**src/hw/rtl/fcca_pkg.sv**
```systemverilog
// shared constants and widths for the floor and ceiling cast address block
package fcca_pkg;

  localparam int DEF_SCREEN_WIDTH  = 640;
  localparam int DEF_SCREEN_HEIGHT = 480;
  localparam int DEF_TEX_SIZE      = 64;
  localparam int DEF_CAMERA_HEIGHT = 240;
  localparam int DEF_FADE_DISTANCE = 16;

  // brightness floor, 0.08 in Q0.8 truncated
  localparam logic [7:0] SHADE_MIN = 8'd20;

  // internal widths, sized for the largest screen and camera settings
  localparam int PW    = 14;  // horizon row and row distance
  localparam int NUMW  = 13;  // signed height numerator
  localparam int DNW   = 28;  // magnitude of numerator times 65536
  localparam int DW    = 29;  // signed row distance Q.16
  localparam int DIRW  = 30;  // signed ray scaled by screen width
  localparam int XW    = 45;  // signed world offset before the width divide
  localparam int QW    = 46;  // signed quotient after the width divide
  localparam int WW    = 47;  // signed world coordinate

  // register stages in the constant divider
  localparam int CDIV_LAT = 4;

  localparam int CFG_AW = 3;
  localparam int CFG_DW = 24;

  localparam logic [CFG_AW-1:0] REG_EYE_X       = 3'd0;
  localparam logic [CFG_AW-1:0] REG_EYE_Y       = 3'd1;
  localparam logic [CFG_AW-1:0] REG_LEFT_RAY_X  = 3'd2;
  localparam logic [CFG_AW-1:0] REG_LEFT_RAY_Y  = 3'd3;
  localparam logic [CFG_AW-1:0] REG_RIGHT_RAY_X = 3'd4;
  localparam logic [CFG_AW-1:0] REG_RIGHT_RAY_Y = 3'd5;
  localparam logic [CFG_AW-1:0] REG_VIEW_PITCH  = 3'd6;
  localparam logic [CFG_AW-1:0] REG_EYE_HEIGHT  = 3'd7;

endpackage

```
**src/hw/rtl/fcca_div.sv**
```systemverilog
// pipelined dividers: restoring divider for a variable divisor, reciprocal divider for a constant
module fcca_div import fcca_pkg::*; #(
  parameter int NW    = DNW,
  parameter int DVW   = PW,
  parameter int LANES = 1,
  parameter int SW    = 1
) (
  input  logic                           clk,
  input  logic                           rst,
  input  logic                           in_vld,
  input  logic [LANES-1:0][NW-1:0]       in_num,
  input  logic [LANES-1:0][DVW-1:0]      in_den,
  input  logic [SW-1:0]                  in_side,
  output logic                           out_vld,
  output logic [LANES-1:0][NW-1:0]       out_quo,
  output logic [LANES-1:0]               out_nz,
  output logic [SW-1:0]                  out_side
);

  logic                      vld  [0:NW];
  logic [LANES-1:0][NW-1:0]  nq   [0:NW];
  logic [LANES-1:0][DVW-1:0] rm   [0:NW];
  logic [LANES-1:0][DVW-1:0] den  [0:NW];
  logic [SW-1:0]             side [0:NW];

  assign vld[0]  = in_vld;
  assign nq[0]   = in_num;
  assign rm[0]   = '0;
  assign den[0]  = in_den;
  assign side[0] = in_side;

  for (genvar s = 0; s < NW; s++) begin : g_stage
    logic [LANES-1:0][NW-1:0]  nq_next;
    logic [LANES-1:0][DVW-1:0] rm_next;

    always_comb begin
      logic [DVW:0] cat;
      logic         ge;
      for (int l = 0; l < LANES; l++) begin
        cat = {rm[s][l], nq[s][l][NW-1]};
        ge  = (cat >= {1'b0, den[s][l]});
        rm_next[l] = ge ? DVW'(cat - {1'b0, den[s][l]}) : cat[DVW-1:0];
        // numerator bits shift out the top, quotient bits shift in below
        nq_next[l] = {nq[s][l][NW-2:0], ge};
      end
    end

    always_ff @(posedge clk) begin
      if (rst) begin
        vld[s+1] <= 1'b0;
      end else begin
        vld[s+1] <= vld[s];
      end
    end

    always_ff @(posedge clk) begin
      nq[s+1]   <= nq_next;
      rm[s+1]   <= rm_next;
      den[s+1]  <= den[s];
      side[s+1] <= side[s];
    end
  end

  assign out_vld  = vld[NW];
  assign out_quo  = nq[NW];
  assign out_side = side[NW];
  for (genvar l = 0; l < LANES; l++) begin : g_nz
    assign out_nz[l] = (rm[NW][l] != '0);
  end

endmodule


```
**config.mk**
```make
export PLATFORM = sky130hd
export DESIGN_NAME = fcca_div
export DESIGN_NICKNAME = d
export VERILOG_FILES = /design/src/hw/rtl/fcca_pkg.sv /design/src/hw/rtl/fcca_div.sv
export SDC_FILE = /design/constraint.sdc
export NUM_CORES = 2
export LEC_CHECK = 0
export ABC_AREA = 1
export BUFFER_PORTS_ARGS = -buffer_cell sky130_fd_sc_hd__buf_2
export CAP_MARGIN = 40
export CORE_MARGIN = 1.5
export CORE_UTILIZATION = 25
export CTS_CLUSTER_DIAMETER = 120
export DETAILED_ROUTE_END_ITERATION = 10
export GPL_TIMING_DRIVEN = 0
export PLACE_DENSITY = 0.49
export RECOVER_POWER = 50
export SLEW_MARGIN = 20
export SYNTH_ARGS = -nofsm -noshare
export SYNTH_HDL_FRONTEND = slang
export SYNTH_SLANG_ARGS = --single-unit
export TNS_END_PERCENT = 30
```
**constraint.sdc**
```tcl
create_clock -name clk -period 2.11 [get_ports clk]
set_clock_uncertainty 0.2 [all_clocks]
set_input_delay 0.1055 -clock clk [delete_from_list [all_inputs] [get_ports clk]]
set_output_delay 0.1055 -clock clk [all_outputs]
set_load 0.01 [all_outputs]
```
* Word-level counts from Yosys, hierarchy flattened *
Index checks and enable logic that the tools add are counted.

storage, ports and cells
  bits in registers = 1610
  latch bits = 0
  memory bits (writable) = 0
  bits in read-only memories = 0
  input bits = 46
  output and inout port bits = 31
  word-level logic and storage cells = 225
  memories = 0

operators by class
  $add $sub $neg = 28
  $mul = 0
  divide/modulo/power cells = 0
  $lt $le $gt $ge = 28
  equal/unequal tests = 0
  shift operators = 0
  muxes and demuxes = 28
  bitwise gates (word level) = 0
  reductions and logical operators = 1

operators with widths
  cell                                              count
  15-bit by 14-bit >= comparator with 1-bit output  27
  14-bit two-way mux                                27
  14-bit subtractor                                 27
  1-bit by 14-bit >= comparator with 1-bit output   1
  14-bit nonzero test                               1
  1-bit by 14-bit subtractor with 14-bit output     1
  1-bit two-way mux                                 1

* Longest topological paths before layout *
  word-level depth = 2
  gate-level depth with buffers = 14
  mapped depth without buffers = 12

* Worst setup path after synthesis *
No wires, ideal clock.

  path type = register to register
  start point = reg den[366] (netlist name)
  end point = reg, netlist name g_stage[3].$4.cat[2]
  library setup time = 0.114 ns
  data arrival time = 1.573 ns
  required time = 1.796 ns
  slack = 0.223 ns
  stages on the path, launching flop included = 11
  buffers on the path = 1
  clock period less this slack = 1.887 ns
  cells stage by stage = dfxtp_1 inv_1 ha_1 or2_1 nand3_1 nand2_1 nand2_4 nand3_4 buf_8 nand2_1 o21ai_2

RTL lines
  element                            line            RTL
  from (decl)                        fcca_div.sv:23  logic [LANES-1:0][DVW-1:0] den [0:NW];
  from (signal, indexed assignment)  fcca_div.sv:59  den[s+1] <= den[s];

==> results.cfg <==
[global_route]
antenna_found_initial = 3
overflow = 0
track_usage = 0.1103
grt_pass1_vias = 45982
grt_pass1_wl_mm = 235.2
grt_max_degree = 17

[worst_setup_path]
crit_required_ps = 2650
crit_top_cell = dlygate4sd3_1
r2r-end = g_stage[2].$4.cat[14]$_DFF_P_
startpoint_type = input port
worst_r2r_path_depth = 10
cp_max_fo = 5
path_class = in2reg
rrSetupSlack_ps = 30
crit_slowest_cell = dlygate4sd3_1
rr_startpoint = den[391]$_DFF_P_
max_stage_delay_ps = 570
end_kind = flop
critPathArrivalTime_ps = 2620
path_cells = dlygate4sd3_1 -> dlygate4sd3_1 -> buf_2 -> dlygate4sd3_1 -> nor4_1 -> nand2_1 -> nor3_2 -> buf_4 -> nor2_1

[job]
maxCapViolCount = 0

[logic_synthesis]
yosysWarnings = 0
async_flop_share = 0
seq_area_frac_synth = 0.4986
synthCells = 7720
synthFlopType = dfxtp_1
synth_nets = 8200
synth_edf_count = 0
synthDistinctLibCells = 42
synth_seq_cells = 1610
syn_area_per_cell_um2 = 8.374
netlist_top_cells_area = dfxtp_1, nand2_1, inv_1
syn_area_um2 = 64650
synth_top_area_frac = 0.4986
synth_top_cell_by_area = dfxtp_1

[die]
start_util = 0.2516
core_area_um2 = 256900
die-height_um = 511.5
rows = 186
die_area_um2 = 261600
ioPinCount = 77
die_x_um = 511.5

[cts]
cts_buffers = 187
cts-htree-levels = 4
clock-sinks = 1610
clk_latency_ps = 830
clock_path_buffers = 3
root_buffer = clkbuf_16
path_clk_slew_ps = 60
cts_tree = yes

[hold_path]
hp-start = g_stage[11].nq_next[16]$_DFF_P_
holdPathEnd = g_stage[12].nq_next[17]$_DFF_P_
hp-class = reg2reg
hold_depth = 0

[drt]
dr.first_iter.drc_count = 2205
wl_mm = 149.4
postRouteAntennaNets = 0
drt-pass1-iter-count = 6
vias = 46987
vias_per_cell = 4.002
wl_per_cell_um = 12.72
drc = 0

[sta]
timing.fmax_mhz = 480.6
timing_hold_violations_final = 0
rsz0062_at_grt = yes
final.setup.tns_ps = 0
worst_pin_slew_ps = 526.2
hold_ws_ps = 75.73
slew_viol_final = 0
finalWorstSetupSlack_ps = 29.29
setup_viol = 0
slew_headroom = 0.6465
period_minus_slack_ps = 2081
finalCritPeriodShare = 0.9861

[placement]
port_buffers = 75
place.gp.congestion = 0.8411
hpwl_mm = 111.2
place_ws_ps = -250.6

[final_layout]
final_cell_mix = nand2_1, inv_1, dfxtp_1
final_common_cell = nand2_1
syn2layout_area_growth_pct = 27.94
nets = 8675
drive_above_1_share = 0.1985

[status]
status = finished clean

[pwr]
p_per_area_nw_per_um2 = 1427
p_leak_nw = 39.78
ir_drop_mv = 0.8767
-- synthesized netlist by cell type (15+ instances only) --
cell / number
a21o_1: 15
a21oi_1: 131
a21oi_4: 26
and2_1: 48
buf_6: 39
dfxtp_1: 1610
fa_1: 27
ha_1: 407
inv_1: 1566
inv_2: 16
nand2_1: 2122
nand2_2: 72
nand3_1: 371
nand3_2: 34
nand3_4: 32
nand3b_1: 28
nand4_1: 239
nand4_4: 15
nor2_1: 340
nor2_2: 62
o21ai_1: 157
o21ai_2: 67
xnor2_1: 47
xor2_1: 143
-- sequential cells by signal, indices dropped and copies added, names as in the netlist --
name and cells:
g_stage.nq_next 729, rm 14, side 27, out_quo 28, den 378, out_side 1
vld 27, g_stage.$4.cat 405, out_vld 1
-- where the power goes --
group | leakage [nW] | internal [mW] | total [mW] | switching, mW
Sequential | 13.5 | 36.4 | 40.1 | 3.71
Clock | 3.24 | 20.6 | 34.0 | 13.4
Combinational | 23.1 | 18.4 | 43.9 | 25.5
Total | 39.8 | 75.4 | 118 | 42.7
-- area by class of cell --
type	count	area, um^2
inverters	1582	5938
repair buffers	287	2292
multi-input cells	4469	30400
diodes	1	2.502
flip-flops and latches	1610	32380
plain buffers	58	753.2
fillers	26967	174200
clock buffers	242	5207
clock inverters	108	1500
well taps	3384	4234
-- how the worst max path moves through the flow --
| stage | from | endpoint | cells past startpoint |
|---|---|---|---|
| after floorplan | den[366]$_DFF_P_ | g_stage[3].$4.cat[2]$_DFF_P_ | 10 |
| after global placement | den[192]$_DFF_P_ | g_stage[16].$4.cat[11]$_DFF_P_ | 10 |
| after detailed placement | den[192]$_DFF_P_ | g_stage[16].$4.cat[11]$_DFF_P_ | 10 |
| after CTS | rm[4]$_DFF_P_ | out_nz | 3 |
| after global routing | den[191]$_DFF_P_ | g_stage[16].$4.cat[13]$_DFF_P_ | 11 |
| final | in_den[1] | g_stage[1].$4.cat[14]$_SDFF_PN0_ | 9 |
-- metal layers --
metal  share of wire  GRT usage  wire, um
met1            0.46     0.1393     68800
met2            0.47     0.1866     70560
met3           0.041    0.02143      6057
met4           0.027    0.03722      3977
met5               0          0         0
-- kinds of logic after synthesis --
kind of cell    share of synthesized area
fa+ha+maj                         0.08713
simple gates                       0.2446
xor+xnor                          0.02574
flops                              0.4986
buf+inv                            0.1025
compound gates                    0.04152
-- critical path: cells and delay by family --
kind                   cells  cell delay [ps]
buffers and inverters      5             1990
and+or+nand+nor            4              520
-- repair_timing --
| item | 4_1_cts | 5_1_grt |
|---|---|---|
| endpoints found under the setup margin | 384 | 388 |
| endpoints found under the hold margin | 85 | 0 |
| cloned | 0 | 7 |
| gates resized for setup | 317 | 581 |
| setup buffers | 56 | 56 |
| pin swaps | 51 | 96 |
| hold buffers | 93 | 0 |
-- metrics by stage --
stage	total power [mW]	utilization	cell area, um^2	std cells
3_5_place_dp	77.45	0.2696	69260	11180
2_1_floorplan	67.91	-	64650	7720
3_3_place_gp	77.30	0.2696	69260	11179
5_1_grt	127.1	0.3219	82710	11741
4_1_cts	115.3	0.3069	78840	11678
6_report	118.0	0.3219	82710	11741
Note: power is estimated with default switching activity, not from simulation.
