[config.mk]
export PLATFORM = sky130hd
export DESIGN_NAME = fcca_cdiv
export DESIGN_NICKNAME = d
export VERILOG_FILES = /design/src/hw/rtl/fcca_pkg.sv /design/src/hw/rtl/fcca_div.sv
export SDC_FILE = /design/constraint.sdc
export NUM_CORES = 2
export LEC_CHECK = 0
export ABC_AREA = 1
export BUFFER_PORTS_ARGS = -buffer_cell sky130_fd_sc_hd__buf_2
export CAP_MARGIN = 5
export CORE_MARGIN = 2
export CORE_UTILIZATION = 47
export DETAILED_ROUTE_END_ITERATION = 16
export PLACE_DENSITY = 0.7
export SETUP_SLACK_MARGIN = 0.3
export SYNTH_ARGS = -nofsm -noshare
export SYNTH_HDL_FRONTEND = slang
export SYNTH_SLANG_ARGS = --single-unit
[constraint.sdc]
create_clock -name clk -period 7.9 [get_ports clk]
set_input_delay 0.395 -clock clk [delete_from_list [all_inputs] [get_ports clk]]
set_output_delay 0.395 -clock clk [all_outputs]
set_load 0.02 [all_outputs]
[src/hw/rtl/fcca_pkg.sv]
// shared constants and widths for the floor and ceiling cast address block
package fcca_pkg;

  localparam int DEF_SCREEN_WIDTH  = 640;
  localparam int DEF_SCREEN_HEIGHT = 480;
  localparam int DEF_TEX_SIZE      = 64;
  localparam int DEF_CAMERA_HEIGHT = 240;
  localparam int DEF_FADE_DISTANCE = 16;

  // brightness floor, 0.08 in Q0.8 truncated
  localparam logic [7:0] SHADE_MIN = 8'd20;

  // internal widths, sized for the largest screen and camera settings
  localparam int PW    = 14;  // horizon row and row distance
  localparam int NUMW  = 13;  // signed height numerator
  localparam int DNW   = 28;  // magnitude of numerator times 65536
  localparam int DW    = 29;  // signed row distance Q.16
  localparam int DIRW  = 30;  // signed ray scaled by screen width
  localparam int XW    = 45;  // signed world offset before the width divide
  localparam int QW    = 46;  // signed quotient after the width divide
  localparam int WW    = 47;  // signed world coordinate

  // register stages in the constant divider
  localparam int CDIV_LAT = 4;

  localparam int CFG_AW = 3;
  localparam int CFG_DW = 24;

  localparam logic [CFG_AW-1:0] REG_EYE_X       = 3'd0;
  localparam logic [CFG_AW-1:0] REG_EYE_Y       = 3'd1;
  localparam logic [CFG_AW-1:0] REG_LEFT_RAY_X  = 3'd2;
  localparam logic [CFG_AW-1:0] REG_LEFT_RAY_Y  = 3'd3;
  localparam logic [CFG_AW-1:0] REG_RIGHT_RAY_X = 3'd4;
  localparam logic [CFG_AW-1:0] REG_RIGHT_RAY_Y = 3'd5;
  localparam logic [CFG_AW-1:0] REG_VIEW_PITCH  = 3'd6;
  localparam logic [CFG_AW-1:0] REG_EYE_HEIGHT  = 3'd7;

endpackage

[src/hw/rtl/fcca_div.sv]


module fcca_cdiv import fcca_pkg::*; #(
  parameter int NW  = XW,
  parameter int DEN = DEF_SCREEN_WIDTH
) (
  input  logic                 clk,
  input  logic signed [NW-1:0] in_num,
  output logic signed [NW-1:0] out_quo
);

  localparam int DVW  = $clog2(DEN + 1);
  localparam int K    = NW + DVW;
  localparam int KW   = K + 1;
  localparam int AL   = (NW + 1) / 2;
  localparam int AH   = NW - AL;
  localparam int ML   = (KW + 1) / 2;
  localparam int MH   = KW - ML;
  localparam int PRW  = NW + KW;
  localparam int PLLW = AL + ML;
  localparam int PLHW = AL + MH;
  localparam int PHLW = AH + ML;
  localparam int PHHW = AH + MH;
  localparam logic [KW-1:0] POW_K = KW'(1) << K;
  localparam logic [KW-1:0] RECIP = (POW_K + KW'(DEN - 1)) / KW'(DEN);

  // a negative numerator is biased so the magnitude divide rounds up
  logic          a_neg;
  logic [NW-1:0] a_mag;

  always_ff @(posedge clk) begin
    a_neg <= in_num[NW-1];
    a_mag <= in_num[NW-1] ? NW'(-in_num) + NW'(DEN - 1) : NW'(in_num);
  end

  // partial products of magnitude and reciprocal
  logic            b_neg;
  logic [PLLW-1:0] pp00;
  logic [PLHW-1:0] pp01;
  logic [PHLW-1:0] pp10;
  logic [PHHW-1:0] pp11;

  always_ff @(posedge clk) begin
    b_neg <= a_neg;
    pp00  <= PLLW'(a_mag[AL-1:0]) * PLLW'(RECIP[ML-1:0]);
    pp01  <= PLHW'(a_mag[AL-1:0]) * PLHW'(RECIP[KW-1:ML]);
    pp10  <= PHLW'(a_mag[NW-1:AL]) * PHLW'(RECIP[ML-1:0]);
    pp11  <= PHHW'(a_mag[NW-1:AL]) * PHHW'(RECIP[KW-1:ML]);
  end

  logic           c_neg;
  logic [PRW-1:0] c_outer, c_inner;

  always_ff @(posedge clk) begin
    c_neg   <= b_neg;
    c_outer <= (PRW'(pp11) << (AL + ML)) + PRW'(pp00);
    c_inner <= (PRW'(pp10) << AL) + (PRW'(pp01) << ML);
  end

  logic          d_neg;
  logic [NW-1:0] d_quo;

  always_ff @(posedge clk) begin
    d_neg <= c_neg;
    d_quo <= NW'((c_outer + c_inner) >> K);
  end

  assign out_quo = d_neg ? -$signed(d_quo) : $signed(d_quo);

endmodule

### After elaboration in Yosys (flattened, before gate mapping)

Index checks and enable logic that the tools add are counted.

| storage, ports and cells | value |
|---|---|
| bits in registers | 432 |
| input port bits | 46 |
| output and inout bits | 45 |
| logic and storage cells | 25 |

| cells by class | value |
|---|---|
| add/sub/neg operators | 6 |
| $mul | 4 |
| mux-type cells | 2 |

Operator list:

| operator | count |
|---|---|
| 92-bit by 72-bit adder with 93-bit output | 1 |
| 91-bit by 49-bit adder with 92-bit output | 1 |
| 45-bit negation | 2 |
| 71-bit by 69-bit adder with 72-bit output | 1 |
| 23-bit by 24-bit multiplier with 47-bit output (second input constant) | 1 |
| 22-bit by 24-bit multiplier with 46-bit output (second input constant) | 1 |
| 45-bit by 11-bit adder with 45-bit output (second input constant) | 1 |
| 45-bit two-way mux | 1 |
| 44-bit two-way mux | 1 |
| 23-bit by 18-bit multiplier with 41-bit output (second input constant) | 1 |
| 22-bit by 18-bit multiplier with 40-bit output (second input constant) | 1 |

### Longest topological paths before layout

| logic depth | value |
|---|---|
| depth after elaboration | 3 |
| mapped depth | 27 |
| gate-level depth less buffers | 27 |

### Worst setup path after synthesis

OpenSTA, ideal clock, no wires.

| timing path | value |
|---|---|
| path type | reg2reg |
| start | register a_mag[21] |
| end | register pp00[43] |
| setup time | 0.112 ns |
| arrival time | 5.467 ns |
| path slack | 2.321 ns |
| cell stages (with the launch flop) | 23 |
| path buffers | 0 |
| period minus slack after synthesis | 5.579 ns |
| cell sequence | dfxtp_1 -> inv_1 -> ha_1 -> inv_1 -> fa_1 -> fa_1 -> inv_1 -> fa_1 -> inv_1 -> fa_1 -> fa_1 -> inv_1 -> fa_1 -> inv_1 -> ha_1 -> a21oi_1 -> o21ai_0 -> a21oi_1 -> nor2_1 -> nor3_1 -> nand2_1 -> nand2_1 -> nand2_1 |

| between the ends | value |
|---|---|
| cells in the longest elaborated chain, start to end | 1 |

Ends and longest elaborated chain:

| element | line | text |
|---|---|---|
| from (decl) | fcca_div.sv:29 | `logic [NW-1:0] a_mag;` |
| from (signal assigned) | fcca_div.sv:33 | `a_mag <= in_num[NW-1] ? NW'(-in_num) + NW'(DEN - 1) : NW'(in_num);` |
| 23-bit by 24-bit multiplier with 47-bit output | fcca_div.sv:45 | `pp00 <= PLLW'(a_mag[AL-1:0]) * PLLW'(RECIP[ML-1:0]);` |
| to (signal assigned) | fcca_div.sv:45 |  |
| to (decl) | fcca_div.sv:38 | `logic [PLLW-1:0] pp00;` |

No other way between the ends.
A chain may end at the register's enable or synchronous reset.

### Worst setup path in the final report

| timing path | value |
|---|---|
| start | register a_mag[30] |
| end | register pp10[39] |

| between the ends | value |
|---|---|
| cells in the longest elaborated chain, start to end | 1 |

Ends and longest elaborated chain:

| element | line | text |
|---|---|---|
| 22-bit by 24-bit multiplier with 46-bit output | fcca_div.sv:47 | `pp10 <= PHLW'(a_mag[NW-1:AL]) * PHLW'(RECIP[ML-1:0]);` |
| to (signal assigned) | fcca_div.sv:47 |  |
| to (decl) | fcca_div.sv:40 | `logic [PHLW-1:0] pp10;` |

No other way between the ends.

==> metrics <==
outcome complete, no violations; total number of vias 39,800; post-synth top area cell fa_1; CTS tree yes; most common flop cell mapped by yosys dfxtp_1; Slew Limit Fails 0; Critical-path top delay cell dfxtp_1; CP Class reg -> reg; CTS H-tree lvls 2; CORE AREA 100,000 um2; pre-CTS WS 1.50 ns; CP most frequent cell inv_1; cells on worst reg2reg path 22; dpl cells 7,496; worst slew pin tran 0.964 ns; # DRC 0; starting density of the core 47.4%; cells along the critical path ha_1, inv_1, fa_1, inv_1, fa_1, inv_1, fa_1, inv_1, fa_1, inv_1, fa_1, fa_1, inv_1, ha_1, a21oi_1, o21ai_0, a21oi_1, inv_1, a21oi_1, nand3_1, nand2_1, nand2_1; Filler cells 9,833; Syn Area/Cell 7.77 um2; multi-input combinational cell area 35,000 um2; final hold violation count 0; hpwl dp 136 mm; Worst Path Max Fanout 7; Worst Setup SP a_mag[30]$_DFF_P_; CP peak stage delay 0.59 ns; initial antenna violation count 1; first-pass GRT wire length 237 mm; Max Root-Sink Buffers 3; Reg-to-Reg Start a_mag[30]$_DFF_P_; chip width 322 um; Cell Area, Synth 47,500 um2; register area 6930 um2; Critical Path AT 7.08 ns; Root Driver clkbuf_16; R2R Path End pp10[39]$_DFF_P_; Hold Path Class in -> reg; num ports 91; I/O Buffers 90; clock-pin slew on the worst setup and hold paths 0.06 ns; Die Y 322 um; WP data required 8.44 ns; Final min period 6.53 ns; 1st-pass router iterations 6; Mapped Nets 7,488; final WL 152 mm; setup repair bufs after CTS 0; Num Clock Sinks 346; Layout Area Growth over Synthesis 7.99%; pin count of the biggest net entering global routing 33; row count 116; Final nets 7,640; Slew HR 35.3%; ant diodes 0; post-route ant nets 0; RSZ-0062 raised after global routing no; Worst setup EP type flop; hold buffer count at CTS 19; number of enable flip-flop cells after synthesis 0; top-count cell post-synth inv_1; synth top area cells fa_1 (24%), ha_1 (20%), dfxtp_1 (15%), inv_1 (12%), nand2_1 (8.9%); GR Overflow Total 0; Syn Inst Count 6,111; vias in the first global route 40,800; R2R Setup Slk 1.37 ns; setup TNS 0 ns; Vias per Instance 5.24; DIE AREA 104,000 um2; CP endpoint pp10[39]$_DFF_P_; non-filler cells, final 7,595; Synth Register Bits 346; # setup viols final 0; FFs w/ async S/R, synth 0%; CTS Buf Count 43; share of the yosys chip area belonging to registers 14.6%; skew final 0.0398 ns; post-cts repair resize count 0; Max Cap Viol 0; final worst slack 1.37 ns; Yosys warnings 0; DRT iter0 DRCs 3,099; share of post-route cells with drive strength above 1 3.72%; WL/cell 20.1 um; Skew-Pair Late Insertion Delay 0.65 ns; Final period util 82.7%; startpoint types flop; f_max 153 MHz; Synth top cells by count inv_1 (1,475), nand2_1 (1,131), ha_1 (760), fa_1 (571), nor2_1 (517); Synth cell types 47; Worst Hold Slack 0.0313 ns; GRT Util Overall 30.1%; area share of the largest cell type after synthesis 24.1%; placer congestion estimate 0.986
==> registers in the layout (all words and copies together) (netlist names) <==
register	cells
b_neg	1
pp01	41
pp00	24
c_neg	1
d_neg	1
d_quo	37
pp11	40
c_outer	63
pp10	45
a_neg	1
a_mag	45
c_inner	47
==> critical path, delay by kind of cell, from the launching register on <==
kind | cells | cell delay [ns]
AOI/OAI and AO/OA | 4 | 1.01
adders and majority gates | 8 | 4.03
buffers and inverters | 7 | 0.59
DFF | 1 | 0.59
and+or+nand+nor | 3 | 0.19
==> worst min-delay path by stage <==
stage | startpoint | to | slack [ns] | cells past startpoint
floorplan | a_neg$_DFF_P_ | b_neg$_DFF_P_ | 0.31 | 0
global placement | c_neg$_DFF_P_ | d_neg$_DFF_P_ | 0.31 | 0
detailed placement | pp11[0]$_DFF_P_ | c_inner[25]$_DFF_P_ | 0.31 | 0
CTS | in_num[22] | a_mag[22]$_DFF_P_ | 0.003 | 2
global route | in_num[42] | a_mag[42]$_DFF_P_ | 0.04 | 4
finish | in_num[35] | a_mag[35]$_DFF_P_ | 0.03 | 2
==> cells by family (layout without fill, tap and decap cells) <==
group | count (synthesis) | count (layout) | synth area share (%)
flops | 346 | 346 | 14.6
compound gates | 666 | 666 | 7.66
simple gates | 2065 | 2065 | 18.0
fa+ha+maj | 1331 | 1331 | 44.1
buf+inv | 1492 | 1678 | 11.8
xor+xnor | 211 | 211 | 3.89
==> cell type report <==
cell class              instances  share of cell area, %
well taps                    1298                   3.17
clock buffers                  46                   2.16
multi-input cells            4273                   68.2
repair buffers                118                   1.39
flip-flops and latches        346                   13.5
inverters                    1481                   10.8
clock inverters                33                  0.785
==> layout by cell type, fill, tap and decap left out, types with 23 or more instances in the layout <==
master     Yosys  final
nand3_1      208    208
clkbuf_16      0     43
fa_1         571    571
o21ai_0      199    199
xor2_1       163    163
a21oi_1      333    333
nor2_1       517    517
buf_2          2     90
nand4_1       63     63
xnor2_1       48     48
o21a_1        23     23
o21bai_1      29     29
inv_1       1475   1475
dfxtp_1      346    346
a21o_1        27     27
nand2_1     1131   1131
nor3_1        66     66
ha_1         760    760
==> routing by layer <==
metal  track usage (%)  share of wire, %
met5                 0                 0
met4              8.23               3.0
met3              5.04               7.0
met2              46.4                43
met1              43.3                47
==> metrics by stage <==
stage	util, %	instance area [um2]
after floorplan	-	47500
after CTS	51.2	51300
after global routing	51.2	51300
final	51.2	51300
after global placement	49.5	49600
after detailed placement	49.5	49600
Power is left out: the tool's default activity adds up to more than one toggle a clock period on the data nets, which glitch-free logic cannot reach.
